### src/rtl/bsi_pkg.sv
// ----------------------------------------------------------------------------
// bsi_pkg
// Types, codes and constants of the boot script interpreter.
// ----------------------------------------------------------------------------
package bsi_pkg;

  // configuration port
  localparam int unsigned CFG_IDX_W  = 1;
  localparam int unsigned CFG_DATA_W = 32;
  localparam logic [CFG_IDX_W-1:0] CFG_STRICT_PEEK = 1'b0;
  localparam logic [CFG_IDX_W-1:0] CFG_START_PC    = 1'b1;

  localparam logic [31:0] START_PC_RESET = 32'hFF00_0080;

  // input item kinds
  localparam logic OP_EXEC      = 1'b0;
  localparam logic OP_READ_RESP = 1'b1;

  // instruction codes
  localparam logic [7:0] CODE_NOP1    = 8'h01;
  localparam logic [7:0] CODE_PEEK    = 8'h02;
  localparam logic [7:0] CODE_POKE    = 8'h03;
  localparam logic [7:0] CODE_POKEPCI = 8'h04;
  localparam logic [7:0] CODE_PEEKPCI = 8'h05;
  localparam logic [7:0] CODE_ANDOR   = 8'h06;
  localparam logic [7:0] CODE_PREFIX  = 8'h07;
  localparam logic [7:0] CODE_BNE     = 8'h08;
  localparam logic [7:0] CODE_BRA     = 8'h09;
  localparam logic [7:0] CODE_OUTB    = 8'h11;
  localparam logic [7:0] CODE_INB     = 8'h12;
  localparam logic [7:0] CODE_NOP2    = 8'h80;
  localparam logic [7:0] CODE_END     = 8'hEE;
  localparam logic [7:0] CODE_NOP3    = 8'hF5;

  // request kinds
  localparam logic [2:0] KIND_NONE      = 3'd0;
  localparam logic [2:0] KIND_MEM_RD    = 3'd1;
  localparam logic [2:0] KIND_MEM_WR    = 3'd2;
  localparam logic [2:0] KIND_PORT_WR32 = 3'd3;
  localparam logic [2:0] KIND_PORT_RD32 = 3'd4;
  localparam logic [2:0] KIND_PORT_WR8  = 3'd5;
  localparam logic [2:0] KIND_PORT_RD8  = 3'd6;

  // status codes
  localparam logic [1:0] ST_OK      = 2'd0;
  localparam logic [1:0] ST_UNKNOWN = 2'd1;
  localparam logic [1:0] ST_ENDED   = 2'd2;
  localparam logic [1:0] ST_STOPPED = 2'd3;

  // outstanding read codes
  localparam logic [1:0] PEND_NONE      = 2'd0;
  localparam logic [1:0] PEND_MEM32     = 2'd1;
  localparam logic [1:0] PEND_PORT32    = 2'd2;
  localparam logic [1:0] PEND_PORT8     = 2'd3;

  // fixed addresses and masks
  localparam logic [31:0] PCI_ADDR_PORT = 32'h0000_0CF8;
  localparam logic [31:0] PCI_DATA_PORT = 32'h0000_0CFC;
  localparam logic [31:0] PEEK_LIMIT    = 32'hFF00_0000;
  localparam logic [31:0] PEEK_MASK     = 32'h0FFF_FFFF;
  localparam logic [31:0] INSTR_BYTES   = 32'd9;

  typedef struct packed {
    logic [2:0]  kind;
    logic [31:0] address;
    logic [31:0] write_data;
    logic [31:0] next_pc;
    logic [31:0] accumulator;
    logic [1:0]  status;
    logic        finished;
    logic        last;
  } res_t;

  function automatic res_t mk_res(input logic [2:0] kind, input logic [31:0] addr,
                                  input logic [31:0] data, input logic [31:0] pc,
                                  input logic [31:0] acc, input logic [1:0] status,
                                  input logic fin, input logic last);
    res_t r;
    r.kind        = kind;
    r.address     = addr;
    r.write_data  = data;
    r.next_pc     = pc;
    r.accumulator = acc;
    r.status      = status;
    r.finished    = fin;
    r.last        = last;
    return r;
  endfunction

endpackage

### src/rtl/boot_script_interpreter_core.sv
// ----------------------------------------------------------------------------
// boot_script_interpreter_core
// Executes a boot init script one instruction request at a time.
// ----------------------------------------------------------------------------
// Usage:
//   The input channel (in_*) carries either an instruction (code, A, B) or
//   the data answering an outstanding read. The output channel (out_*)
//   carries bus requests and status, one or two requests per instruction;
//   out_last marks the final one. Requests that cause nothing (halted, stray
//   read data, instruction while a read is outstanding) are simply consumed.
//   The cfg_* port writes the strict peek flag and the start address; a
//   start address write also reloads the program counter.
// Timing:
//   An accepted request is decoded in the same cycle and its results appear
//   on out_* in the next cycle. A two-entry result queue lets a new request
//   be taken each cycle as long as the receiver keeps up; a request is
//   taken only when the queue will be empty after the current pop, so a
//   two-request instruction holds off the next request until its second is popped.
// Reset:
//   rst_n low clears the queue, the accumulator and the halt flag, and sets
//   the program counter to 0xFF000080. When out_ready is low the head
//   request holds and in_ready falls until it drains.
module boot_script_interpreter_core (
  input  logic                               clk,
  input  logic                               rst_n,
  // configuration
  input  logic                               cfg_we,
  input  logic [bsi_pkg::CFG_IDX_W-1:0]      cfg_index,
  input  logic [bsi_pkg::CFG_DATA_W-1:0]     cfg_data,
  // input channel
  input  logic                               in_valid,
  output logic                               in_ready,
  input  logic                               in_opcode,
  input  logic [7:0]                         in_instr_code,
  input  logic [31:0]                        in_operand_a,
  input  logic [31:0]                        in_operand_b,
  input  logic [31:0]                        in_read_data,
  input  logic                               in_rom_enabled,
  // result channel
  output logic                               out_valid,
  input  logic                               out_ready,
  output logic [2:0]                         out_request_kind,
  output logic [31:0]                        out_address,
  output logic [31:0]                        out_write_data,
  output logic [31:0]                        out_next_pc,
  output logic [31:0]                        out_accumulator,
  output logic [1:0]                         out_status,
  output logic                               out_finished,
  output logic                               out_last
);
  import bsi_pkg::*;

  logic        strict_r;
  logic [31:0] pc_r, pc_nxt;
  logic [31:0] acc_r, acc_nxt;
  logic [1:0]  pend_r, pend_nxt;
  logic        halted_r, halted_nxt;

  res_t        q_r [2];
  logic [1:0]  cnt_r;

  res_t        res0, res1;
  logic [1:0]  n_res;
  logic [7:0]  code_e;
  logic [31:0] a_e, b_e, pc_inc;
  logic        in_fire, pop;

  // handshake
  assign out_valid = (cnt_r != 2'd0);
  assign pop       = out_valid && out_ready;
  assign in_ready  = (cnt_r == 2'd0) || ((cnt_r == 2'd1) && out_ready);
  assign in_fire   = in_valid && in_ready;

  // prefix code takes the code from operand A; A gets B, B gets the accumulator
  always_comb begin
    if (in_instr_code == CODE_PREFIX) begin
      code_e = in_operand_a[7:0];
      a_e    = in_operand_b;
      b_e    = acc_r;
    end else begin
      code_e = in_instr_code;
      a_e    = in_operand_a;
      b_e    = in_operand_b;
    end
  end

  assign pc_inc = pc_r + INSTR_BYTES;

  // decode and execute
  always_comb begin
    n_res      = 2'd0;
    res0       = '0;
    res1       = '0;
    pc_nxt     = pc_r;
    acc_nxt    = acc_r;
    pend_nxt   = pend_r;
    halted_nxt = halted_r;
    if (!halted_r) begin
      if (in_opcode == OP_READ_RESP) begin
        if (pend_r != PEND_NONE) begin
          acc_nxt  = (pend_r == PEND_PORT8) ? {24'd0, in_read_data[7:0]} : in_read_data;
          pend_nxt = PEND_NONE;
          res0     = mk_res(KIND_NONE, '0, '0, pc_r, acc_nxt, ST_OK, 1'b0, 1'b1);
          n_res    = 2'd1;
        end
      end else if (pend_r == PEND_NONE) begin
        if (!in_rom_enabled) begin
          halted_nxt = 1'b1;
          res0       = mk_res(KIND_NONE, '0, '0, pc_r, acc_r, ST_STOPPED, 1'b1, 1'b1);
          n_res      = 2'd1;
        end else begin
          pc_nxt = pc_inc;
          n_res  = 2'd1;
          res0   = mk_res(KIND_NONE, '0, '0, pc_inc, acc_r, ST_OK, 1'b0, 1'b1);
          unique case (code_e)
            CODE_PEEK: begin
              if (strict_r) begin
                if (a_e <= PEEK_LIMIT) begin
                  pend_nxt = PEND_MEM32;
                  res0 = mk_res(KIND_MEM_RD, a_e, '0, pc_inc, acc_r, ST_OK, 1'b0, 1'b1);
                end
              end else begin
                pend_nxt = PEND_MEM32;
                res0 = mk_res(KIND_MEM_RD, a_e & PEEK_MASK, '0, pc_inc, acc_r, ST_OK,
                              1'b0, 1'b1);
              end
            end
            CODE_POKE: begin
              res0 = mk_res(KIND_MEM_WR, a_e, b_e, pc_inc, acc_r, ST_OK, 1'b0, 1'b1);
            end
            CODE_POKEPCI: begin
              n_res = 2'd2;
              res0 = mk_res(KIND_PORT_WR32, PCI_ADDR_PORT, a_e, pc_inc, acc_r, ST_OK,
                            1'b0, 1'b0);
              res1 = mk_res(KIND_PORT_WR32, PCI_DATA_PORT, b_e, pc_inc, acc_r, ST_OK,
                            1'b0, 1'b1);
            end
            CODE_PEEKPCI: begin
              n_res    = 2'd2;
              pend_nxt = PEND_PORT32;
              res0 = mk_res(KIND_PORT_WR32, PCI_ADDR_PORT, a_e, pc_inc, acc_r, ST_OK,
                            1'b0, 1'b0);
              res1 = mk_res(KIND_PORT_RD32, PCI_DATA_PORT, '0, pc_inc, acc_r, ST_OK,
                            1'b0, 1'b1);
            end
            CODE_ANDOR: begin
              acc_nxt = (acc_r & a_e) | b_e;
              res0 = mk_res(KIND_NONE, '0, '0, pc_inc, acc_nxt, ST_OK, 1'b0, 1'b1);
            end
            CODE_BNE: begin
              if (acc_r != a_e) begin
                pc_nxt = pc_inc + b_e;
              end
              res0 = mk_res(KIND_NONE, '0, '0, pc_nxt, acc_r, ST_OK, 1'b0, 1'b1);
            end
            CODE_BRA: begin
              pc_nxt = pc_inc + b_e;
              res0 = mk_res(KIND_NONE, '0, '0, pc_nxt, acc_r, ST_OK, 1'b0, 1'b1);
            end
            CODE_OUTB: begin
              res0 = mk_res(KIND_PORT_WR8, {16'd0, a_e[15:0]}, {24'd0, b_e[7:0]}, pc_inc,
                            acc_r, ST_OK, 1'b0, 1'b1);
            end
            CODE_INB: begin
              pend_nxt = PEND_PORT8;
              res0 = mk_res(KIND_PORT_RD8, {16'd0, a_e[15:0]}, '0, pc_inc, acc_r, ST_OK,
                            1'b0, 1'b1);
            end
            CODE_END: begin
              halted_nxt = 1'b1;
              res0 = mk_res(KIND_NONE, a_e, b_e, pc_inc, acc_r, ST_ENDED, 1'b1, 1'b1);
            end
            CODE_NOP1, CODE_NOP2, CODE_NOP3: begin
              res0 = mk_res(KIND_NONE, '0, '0, pc_inc, acc_r, ST_OK, 1'b0, 1'b1);
            end
            default: begin
              res0 = mk_res(KIND_NONE, '0, '0, pc_inc, acc_r, ST_UNKNOWN, 1'b0, 1'b1);
            end
          endcase
        end
      end
    end
  end

  // configuration registers and interpreter state
  always_ff @(posedge clk) begin
    if (!rst_n) begin
      strict_r   <= 1'b0;
      pc_r       <= START_PC_RESET;
      acc_r      <= '0;
      pend_r     <= PEND_NONE;
      halted_r   <= 1'b0;
    end else begin
      if (cfg_we && (cfg_index == CFG_STRICT_PEEK)) begin
        strict_r <= cfg_data[0];
      end
      // a start address write reloads the program counter
      if (cfg_we && (cfg_index == CFG_START_PC)) begin
        pc_r <= cfg_data;
      end else if (in_fire) begin
        pc_r <= pc_nxt;
      end
      if (in_fire) begin
        acc_r    <= acc_nxt;
        pend_r   <= pend_nxt;
        halted_r <= halted_nxt;
      end
    end
  end

  // result queue count
  always_ff @(posedge clk) begin
    if (!rst_n) begin
      cnt_r <= 2'd0;
    end else if (in_fire) begin
      cnt_r <= n_res;
    end else if (pop) begin
      cnt_r <= cnt_r - 2'd1;
    end
  end

  // result queue payload
  always_ff @(posedge clk) begin
    if (in_fire) begin
      q_r[0] <= res0;
      q_r[1] <= res1;
    end else if (pop) begin
      q_r[0] <= q_r[1];
    end
  end

  assign out_request_kind = q_r[0].kind;
  assign out_address      = q_r[0].address;
  assign out_write_data   = q_r[0].write_data;
  assign out_next_pc      = q_r[0].next_pc;
  assign out_accumulator  = q_r[0].accumulator;
  assign out_status       = q_r[0].status;
  assign out_finished     = q_r[0].finished;
  assign out_last         = q_r[0].last;

`ifndef SYNTHESIS
  // queue never holds more than two results
  a_cnt_range: assert property (@(posedge clk) disable iff (!rst_n)
    cnt_r != 2'd3) else $error("result queue overflow");

  // a new request only lands in a queue that is empty or drains this cycle
  a_fire_empty: assert property (@(posedge clk) disable iff (!rst_n)
    in_fire |-> ((cnt_r == 2'd0) || pop)) else $error("request accepted over pending results");

  // halt is sticky until reset
  a_halt_sticky: assert property (@(posedge clk) disable iff (!rst_n)
    halted_r |=> halted_r) else $error("halt flag cleared");

  // the block never halts with a read outstanding
  a_halt_no_pend: assert property (@(posedge clk) disable iff (!rst_n)
    !(halted_r && (pend_r != PEND_NONE))) else $error("halted with read outstanding");
`endif

endmodule

### config.mk
export PLATFORM = sky130hd
export DESIGN_NAME = boot_script_interpreter_core
export DESIGN_NICKNAME = d
export VERILOG_FILES = /design/src/rtl/bsi_pkg.sv /design/src/rtl/boot_script_interpreter_core.sv
export SDC_FILE = /design/constraint.sdc
export NUM_CORES = 1
export LEC_CHECK = 0
export BUFFER_PORTS_ARGS = -buffer_cell sky130_fd_sc_hd__buf_2
export CAP_MARGIN = 20
export CORE_ASPECT_RATIO = 0.7
export CORE_MARGIN = 4
export CORE_UTILIZATION = 35
export DETAILED_ROUTE_END_ITERATION = 10
export SLEW_MARGIN = 20
export SYNTH_ARGS = -nofsm -noshare
export SYNTH_HDL_FRONTEND = slang
export SYNTH_SLANG_ARGS = --single-unit
### constraint.sdc
create_clock -name clk -period 6.6 [get_ports clk]
set_input_delay 0.66 -clock clk [delete_from_list [all_inputs] [get_ports clk]]
set_output_delay 0.66 -clock clk [all_outputs]
set_load 0.005 [all_outputs]
==> results.sh, run 1 <==
export IMPL_dp_hpwl_um=48490
export IMPL_first_global_vias=15590
export IMPL_hold_class="input pin to flip-flop"
export IMPL_cp_top_family="simple AND/OR/NAND/NOR gates"
export IMPL_cts_root_buf="clkbuf_16"
export IMPL_peakVddDrop_mv=0.2667
export IMPL_fin_crit_ns=5.405
export IMPL_track_usage=0.2344
export IMPL_seq_power_share=0.443
export IMPL_setup_viol=0
export IMPL_instances_no_fill=2810
export IMPL_crit_path_top_delay_cell="or4_1"
export IMPL_fin_worst_skew_ns=0.01602
export IMPL_routed_via_count=16190
export IMPL_die_w_um=278.8
export IMPL_rows=69
export IMPL_syn_num_nets=2101
export IMPL_hold_viol_final=0
export IMPL_synthArstFlopShare=0
export IMPL_cellPowerDensity_nw_per_um2=325.8
export IMPL_core_um2=50760
export IMPL_ys_warn_count=0
export IMPL_cts_resized=0
export IMPL_cp_end_kind="flip-flop"
export IMPL_clk_pin_slew_ns=0.06
export IMPL_diodes=0
export IMPL_seq_area_frac_synth=0.4674
export IMPL_worst_pin_slew_ns=1.053
export IMPL_p_int_mw=4.639
export IMPL_switchingPower_mw=2.249
export IMPL_clock_fmax_mhz=185.0
export IMPL_multiInputGateArea_um2=8782
export IMPL_htreeDepth=2
export IMPL_grt_max_degree=73
export IMPL_p_sw_frac=0.3265
export IMPL_status="finished, final reports clean"
export IMPL_startpoint_type="input pin"
export IMPL_ctsHoldBuffers=0
export IMPL_clockBufferDepth=3
export IMPL_final_common_cell="buf_2"
export IMPL_antenna_found_initial=3
export IMPL_numCtsBuffers=34
export IMPL_final_cell_mix="buf_2, edfxtp_1, nor2_1, o21ai_0, nand2_1"
export IMPL_synthFlopType="edfxtp_1"
export IMPL_crit_buf_inv=4
export IMPL_fill_cells=5048
export IMPL_syn_area_um2=17970
export IMPL_timing_slew_headroom=0.2918
export IMPL_postRouteAntennaNets=0
export IMPL_syn_inst=1886
export IMPL_seqCellArea_um2=8398
export IMPL_post_cts_buffers=0
export IMPL_path_cells="buf_2, or4_1, nor3_4, buf_4, buf_4, mux2i_1, inv_1, ha_1, nor4_1, nand4_1, nor3b_2, nand2b_1, nor4_1, mux2i_1, nand4_1, and3_1, o31a_1"
export IMPL_slew_viol_final=0
export IMPL_synth_edf_count=233
export IMPL_die_h_um=197.6
export IMPL_wl_per_cell_um=23.94
export IMPL_dr_first_iter_drc_count=1872
export IMPL_ys_ff_latch=303
export IMPL_max_stage_delay_ns=0.71
export IMPL_drt_first_pass_iters=6
export IMPL_rsz0062_at_grt="no"
export IMPL_cts_tree="yes"
export IMPL_fin_crit_sh=0.8189
export IMPL_drc=0
export IMPL_gr_total_overflow=0
export IMPL_insertion_delay_ns=0.53
export IMPL_required_ns=7.02
export IMPL_crit_arrival_ns=5.82
export IMPL_hold_worst_slack_ns=0.3426
export IMPL_numPortBuffers=280
export IMPL_grt_pass1_wl_um=98970
export IMPL_tns_ns=0
export IMPL_cts_sinks=303
export IMPL_avgSynthCellArea_um2=9.527
export IMPL_ioPinCount=281
export IMPL_nets=2327
export IMPL_wl_um=67260
export IMPL_syn2layout_area_growth_pct=17.64
export IMPL_p_leak_nw=8.461
export IMPL_critPathKind="input pin to flip-flop"
export IMPL_synth_cell_type_count=83
export IMPL_die_area_um2=55090
export IMPL_pwr_share_clk=0.287
export IMPL_crit_fanout=20
export IMPL_start_util=0.3540
export IMPL_p_comb_frac=0.270
export IMPL_dp_cells=2750
export IMPL_avgViaCountPerCell=5.763
export IMPL_gp_congestion=0.8925
export IMPL_drive_gt1_frac=0.1901
export IMPL_drv_cap=0
-- metal layers --
metal  part of all wire  vias to the layer above  track usage
met4              0.022                        4      0.05722
met1               0.44                     7827       0.3410
li1                   -                     7396            -
met2               0.44                      857       0.3621
met5            0.00039                        -            0
met3              0.093                      109      0.04419
-- cell usage after synthesis, drive strengths merged, types with 9 or more instances --
cell type | n | area [µm²]
nand2b | 9 | 56.30
nor2b | 12 | 77.58
nor4 | 25 | 162.6
o22ai | 25 | 156.4
mux2 | 9 | 101.4
a31oi | 13 | 81.33
mux2i | 74 | 740.7
ha | 70 | 875.8
o21a | 12 | 90.09
and3 | 18 | 112.6
inv | 91 | 341.6
dfxtp | 70 | 1401
o21ai | 189 | 968.4
a22oi | 21 | 157.7
xnor2 | 30 | 262.8
o31ai | 13 | 111.4
a211oi | 19 | 142.6
xor2 | 26 | 235.2
a21oi | 70 | 350.3
a21o | 22 | 165.2
nand4 | 19 | 118.9
o211ai | 33 | 247.7
edfxtp | 233 | 6997
nand2 | 168 | 633.1
a22o | 59 | 516.8
and2 | 56 | 350.3
nor2 | 225 | 852.1
nand3 | 30 | 150.1
clkbuf | 93 | 352.8
or3 | 13 | 81.33
nor3 | 27 | 146.4
buf | 25 | 133.9
-- logic make-up after synthesis --
logic type / Yosys count / synth area share
adders and majority gates: 71 / 0.04986
xor gates and xnor gates: 56 / 0.02771
buffers and inverters: 209 / 0.04610
DFF: 303 / 0.4674
AOI/OAI and AO/OA: 539 / 0.1996
and+or+nand+nor: 625 / 0.1625
muxes: 83 / 0.04686
-- sequential cells by signal, indices dropped and copies added (netlist names) --
signal / flops
q_r: 233
acc_r: 32
pc_r: 32
cnt_r: 2
pend_r: 2
halted_r: 1
strict_r: 1
-- worst register-to-register path, cell delays in order, from the launching register on --
cell and delay, ns:
dfxtp_1 0.48, and4_1 0.33, nand3_1 0.24, or3_1 0.47, nor2_1 0.64, nand3_1 0.18
xor2_1 0.32, inv_1 0.09, ha_1 0.41, nand2_1 0.14, o21ai_0 0.15, or3_1 0.40
o21bai_1 0.16, mux2i_1 0.43, nand4_1 0.19, and3_1 0.21, o31a_1 0.23
-- final cells by class --
cell class                 instances  share of cell area
sequential                       303              0.3973
inverter                          91             0.01645
tap                              674             0.03989
clock buffer                      41             0.04250
timing repair buffer             308             0.07801
clock inverter                    19             0.01042
multi-input combinational       1374              0.4154
-- worst paths after layout --
path	from	to	slack [ns]	cells past startpoint
worst max register to register	pc_r[6]$_SDFFE_PN0P_	pc_r[31]$_SDFFE_PN1P_	1.43	16
worst min-delay path	cfg_data[24]	pc_r[24]$_SDFFE_PN1P_	0.34	2
worst max-delay path	in_instr_code[5]	pc_r[31]$_SDFFE_PN1P_	1.20	17
worst min register to register	q_r[1][48]$_SDFFCE_PP0P_	q_r[0][48]$_DFFE_PP_	0.52	2
-- per-stage QoR --
stage / area, µm² / total power [mW] / worst slack, ns / util
global placement: 20020 / 4.946 / 0.9010 / 0.3944
detailed placement: 20020 / 4.953 / 0.7124 / 0.3944
global route: 21140 / 7.203 / 0.9078 / 0.4164
finish: 21140 / 6.888 / 1.195 / 0.4164
floorplan: 17970 / 4.013 / 1.689 / -
CTS: 21140 / 6.938 / 1.267 / 0.4164
-- power groups by stage --
| stage | Sequential [mW] | Clock [mW] | Combinational, mW |
|---|---|---|---|
| global placement | 3.08 | 0 | 1.86 |
| CTS | 3.06 | 2.00 | 1.87 |
| floorplan | 3.13 | 0 | 0.880 |
| finish | 3.05 | 1.98 | 1.86 |
| global route | 3.11 | 2.08 | 2.02 |
| detailed placement | 3.09 | 0 | 1.86 |
Power figures use the tool's default switching activity.
==> run 2: changes to the inputs <==
--- a/config.mk
+++ b/config.mk
@@ -5,6 +5,7 @@
 export SDC_FILE = /design/constraint.sdc
 export NUM_CORES = 1
 export LEC_CHECK = 0
+export ABC_AREA = 1
 export BUFFER_PORTS_ARGS = -buffer_cell sky130_fd_sc_hd__buf_2
 export CAP_MARGIN = 20
 export CORE_ASPECT_RATIO = 0.7
==> constraint.sdc (replaced) <==
create_clock -name clk -period 4.4 [get_ports clk]
set_input_delay 0.44 -clock clk [delete_from_list [all_inputs] [get_ports clk]]
set_output_delay 0.44 -clock clk [all_outputs]
set_load 0.005 [all_outputs]
==> results.sh, run 2 <==
export IMPL_fin_crit_ns=4.139
export IMPL_synth_edf_count=233
export IMPL_cp_end_kind="flip-flop"
export IMPL_p_leak_nw=11.73
export IMPL_p_comb_frac=0.312
export IMPL_rr_worst_depth=21
export IMPL_fill_cells=6198
export IMPL_ctsHoldBuffers=0
export IMPL_hold_depth=3
export IMPL_insertion_delay_ns=0.56
export IMPL_final_common_cell="nand2_1"
export IMPL_drive_gt1_frac=0.1631
export IMPL_syn_num_nets=3170
export IMPL_syn2layout_area_growth_pct=18.75
export IMPL_ioPinCount=281
export IMPL_pwr_share_clk=0.273
export IMPL_tns_ns=0
export IMPL_reg_top3="q_r x233, acc_r x32, pc_r x32"
export IMPL_fin_crit_sh=0.9408
export IMPL_fin_util=0.4221
export IMPL_post_cts_buffers=0
export IMPL_ys_warn_count=0
export IMPL_yosysMostFrequentCell="nand2_1"
export IMPL_hold_end="pc_r[27]$_SDFFE_PN1P_"
export IMPL_rows=74
export IMPL_r2r_setup_slack_ns=0.26
export IMPL_core_um2=58610
export IMPL_routed_via_count=21590
export IMPL_syn_inst=2955
export IMPL_start_util=0.3555
export IMPL_hold_viol_final=0
export IMPL_clock_fmax_mhz=241.6
export IMPL_peakVddDrop_mv=0.2909
export IMPL_cts_sinks=303
export IMPL_clockBufferDepth=3
export IMPL_startpoint_type="flip-flop"
export IMPL_numCtsBuffers=36
export IMPL_drt_first_pass_iters=6
export IMPL_timing_slew_headroom=0.2683
export IMPL_dp_hpwl_um=63840
export IMPL_largest_reg_flops=233
export IMPL_grt_max_degree=68
export IMPL_seq_area_frac_synth=0.4031
export IMPL_cts_root_buf="clkbuf_16"
export IMPL_worstHoldStart="cfg_data[27]"
export IMPL_ys_ff_latch=303
export IMPL_diodes=0
export IMPL_clk_pin_slew_ns=0.06
export IMPL_multiInputGateArea_um2=10520
export IMPL_fin_worst_skew_ns=0.02810
export IMPL_p_int_mw=7.167
export IMPL_crit_arrival_ns=4.44
export IMPL_required_ns=4.70
export IMPL_setup_viol=0
export IMPL_htreeDepth=2
export IMPL_synth_commonest_cells="nand2_1, inv_1, nor2_1"
export IMPL_drc=0
export IMPL_seq_power_share=0.415
export IMPL_die_h_um=212.1
export IMPL_rsz0062_at_grt="no"
export IMPL_die_w_um=299.6
export IMPL_synth_top_area_cell="edfxtp_1"
export IMPL_numPortBuffers=280
export IMPL_status="finished, final reports clean"
export IMPL_die_area_um2=63550
export IMPL_synth_cell_type_count=50
export IMPL_cellPowerDensity_nw_per_um2=452.3
export IMPL_cts_tree="yes"
export IMPL_syn_area_um2=20830
export IMPL_nets=3470
export IMPL_cts_resized=0
export IMPL_drv_cap=0
export IMPL_gp_congestion=1.003
export IMPL_avgSynthCellArea_um2=7.050
export IMPL_r2r_end="q_r[0][56]$_DFFE_PP_"
export IMPL_slew_viol_final=0
export IMPL_r2r_start="pc_r[17]$_SDFFE_PN0P_"
export IMPL_synth_top_area_share=0.3358
export IMPL_seqCellArea_um2=8398
export IMPL_wl_per_cell_um=20.75
export IMPL_setup_ws_ns=0.2606
export IMPL_switchingPower_mw=4.022
export IMPL_crit_fanout=4
export IMPL_dr_first_iter_drc_count=2664
export IMPL_post_place_ws_ns=0.2324
export IMPL_worst_pin_slew_ns=1.095
export IMPL_wl_um=84630
export IMPL_avgViaCountPerCell=5.292
export IMPL_track_usage=0.2557
export IMPL_synth_area_leaders="edfxtp_1, nand2_1, dfxtp_1"
export IMPL_regMostFlops="q_r"
export IMPL_grt_pass1_wl_um=124000
export IMPL_postRouteAntennaNets=0
export IMPL_p_sw_frac=0.3595
export IMPL_synthArstFlopShare=0
export IMPL_gr_total_overflow=0
export IMPL_total_power_mw=11.19
export IMPL_final_cell_mix="nand2_1, inv_1, nor2_1, buf_2, edfxtp_1"
export IMPL_first_global_vias=19440
export IMPL_synthFlopType="edfxtp_1"
export IMPL_hold_class="input pin to flip-flop"
export IMPL_antenna_found_initial=1
export IMPL_critPathKind="flip-flop to flip-flop"
run 2: cell count changes after synthesis, sizes merged, moves of 26 or more:
cell | before | now
a21oi | 70 | 139
a22o | 59 | 0
and2 | 56 | 4
inv | 91 | 358
mux2i | 74 | 1
nand2 | 168 | 1033
nand3 | 30 | 142
nor2 | 225 | 316
o2111ai | 3 | 37
xnor2 | 30 | 4
run 2: kinds of logic (layout without fill, tap and decap cells):
| group | after synthesis | in the layout | share of synthesized area |
|---|---|---|---|
| flip-flops | 303 | 303 | 0.4031 |
| buffers and inverters | 490 | 816 | 0.09357 |
| AND/OR/NAND/NOR | 1584 | 1584 | 0.3132 |
| XOR/XNOR | 28 | 28 | 0.01177 |
| AO/OA/AOI/OAI | 478 | 478 | 0.1349 |
| multiplexers | 1 | 1 | 0.0004805 |
| adder cells (fa/ha/maj) | 71 | 71 | 0.04300 |
run 2: worst max path at each step:
stage	startpoint	end	slack, ns	cells past startpoint
floorplan	cnt_r[0]$_SDFFE_PN0P_	cnt_r[1]$_SDFFE_PN0P_	0.13	7
global placement	in_instr_code[6]	q_r[0][56]$_DFFE_PP_	0.22	22
global route	pc_r[5]$_SDFFE_PN0P_	q_r[0][53]$_DFFE_PP_	0.009	24
CTS	pc_r[5]$_SDFFE_PN0P_	q_r[0][53]$_DFFE_PP_	0.24	21
detailed placement	in_instr_code[6]	q_r[0][53]$_DFFE_PP_	0.23	24
finish	pc_r[17]$_SDFFE_PN0P_	q_r[0][56]$_DFFE_PP_	0.26	21
run 2: per-stage QoR:
step / cells / hold slack [ns] / instance area [µm²]
final: 4079 / 0.1543 / 24740
after global routing: 4079 / 0.1679 / 24740
after detailed placement: 4015 / 0.4589 / 23570
after global placement: 4015 / 0.4557 / 23570
after floorplan: 2955 / 0.4345 / 20830
after CTS: 4079 / 0.1311 / 24730
run 2: layout make-up:
type	count	share of cell area
Multi-Input combinational cell	2162	0.4251
Clock inverter	23	0.009508
Timing Repair Buffer	393	0.09356
Clock buffer	41	0.03717
Tap cell	798	0.04036
Inverter	359	0.05482
Sequential cell	303	0.3395
run 2: worst max-delay path, cell delays in order (launching register included):
cell	delay [ns]
dfxtp_1	0.38
buf_4	0.17
nand2_1	0.11
nor3_1	0.34
nand2_1	0.20
nor2_1	0.16
xor2_1	0.32
inv_1	0.21
ha_1	0.34
nand2_1	0.09
nor2_1	0.15
inv_1	0.10
nor2_2	0.18
nand4_1	0.29
nand4_1	0.25
nand3_1	0.10
nand3_1	0.09
nand4_1	0.09
nand2_1	0.09
nand2_1	0.06
nand2_1	0.07
nand2_1	0.08
run 2: power groups by stage:
stage | clock network, mW | registers [mW] | logic, mW
2_1_floorplan | 0 | 4.78 | 1.70
3_3_place_gp | 0 | 4.70 | 3.48
3_5_place_dp | 0 | 4.70 | 3.47
4_1_cts | 3.11 | 4.65 | 3.49
5_1_grt | 3.21 | 4.73 | 3.84
6_report | 3.06 | 4.65 | 3.49
run 2: metal layers:
| layer | track usage | vias to the layer above | routed length, µm |
|---|---|---|---|
| li1 | - | 10360 | - |
| met1 | 0.3803 | 9995 | 38560 |
| met2 | 0.3710 | 1108 | 35230 |
| met3 | 0.06196 | 120 | 8871 |
| met4 | 0.06551 | 2 | 1950 |
| met5 | 0 | - | 17 |
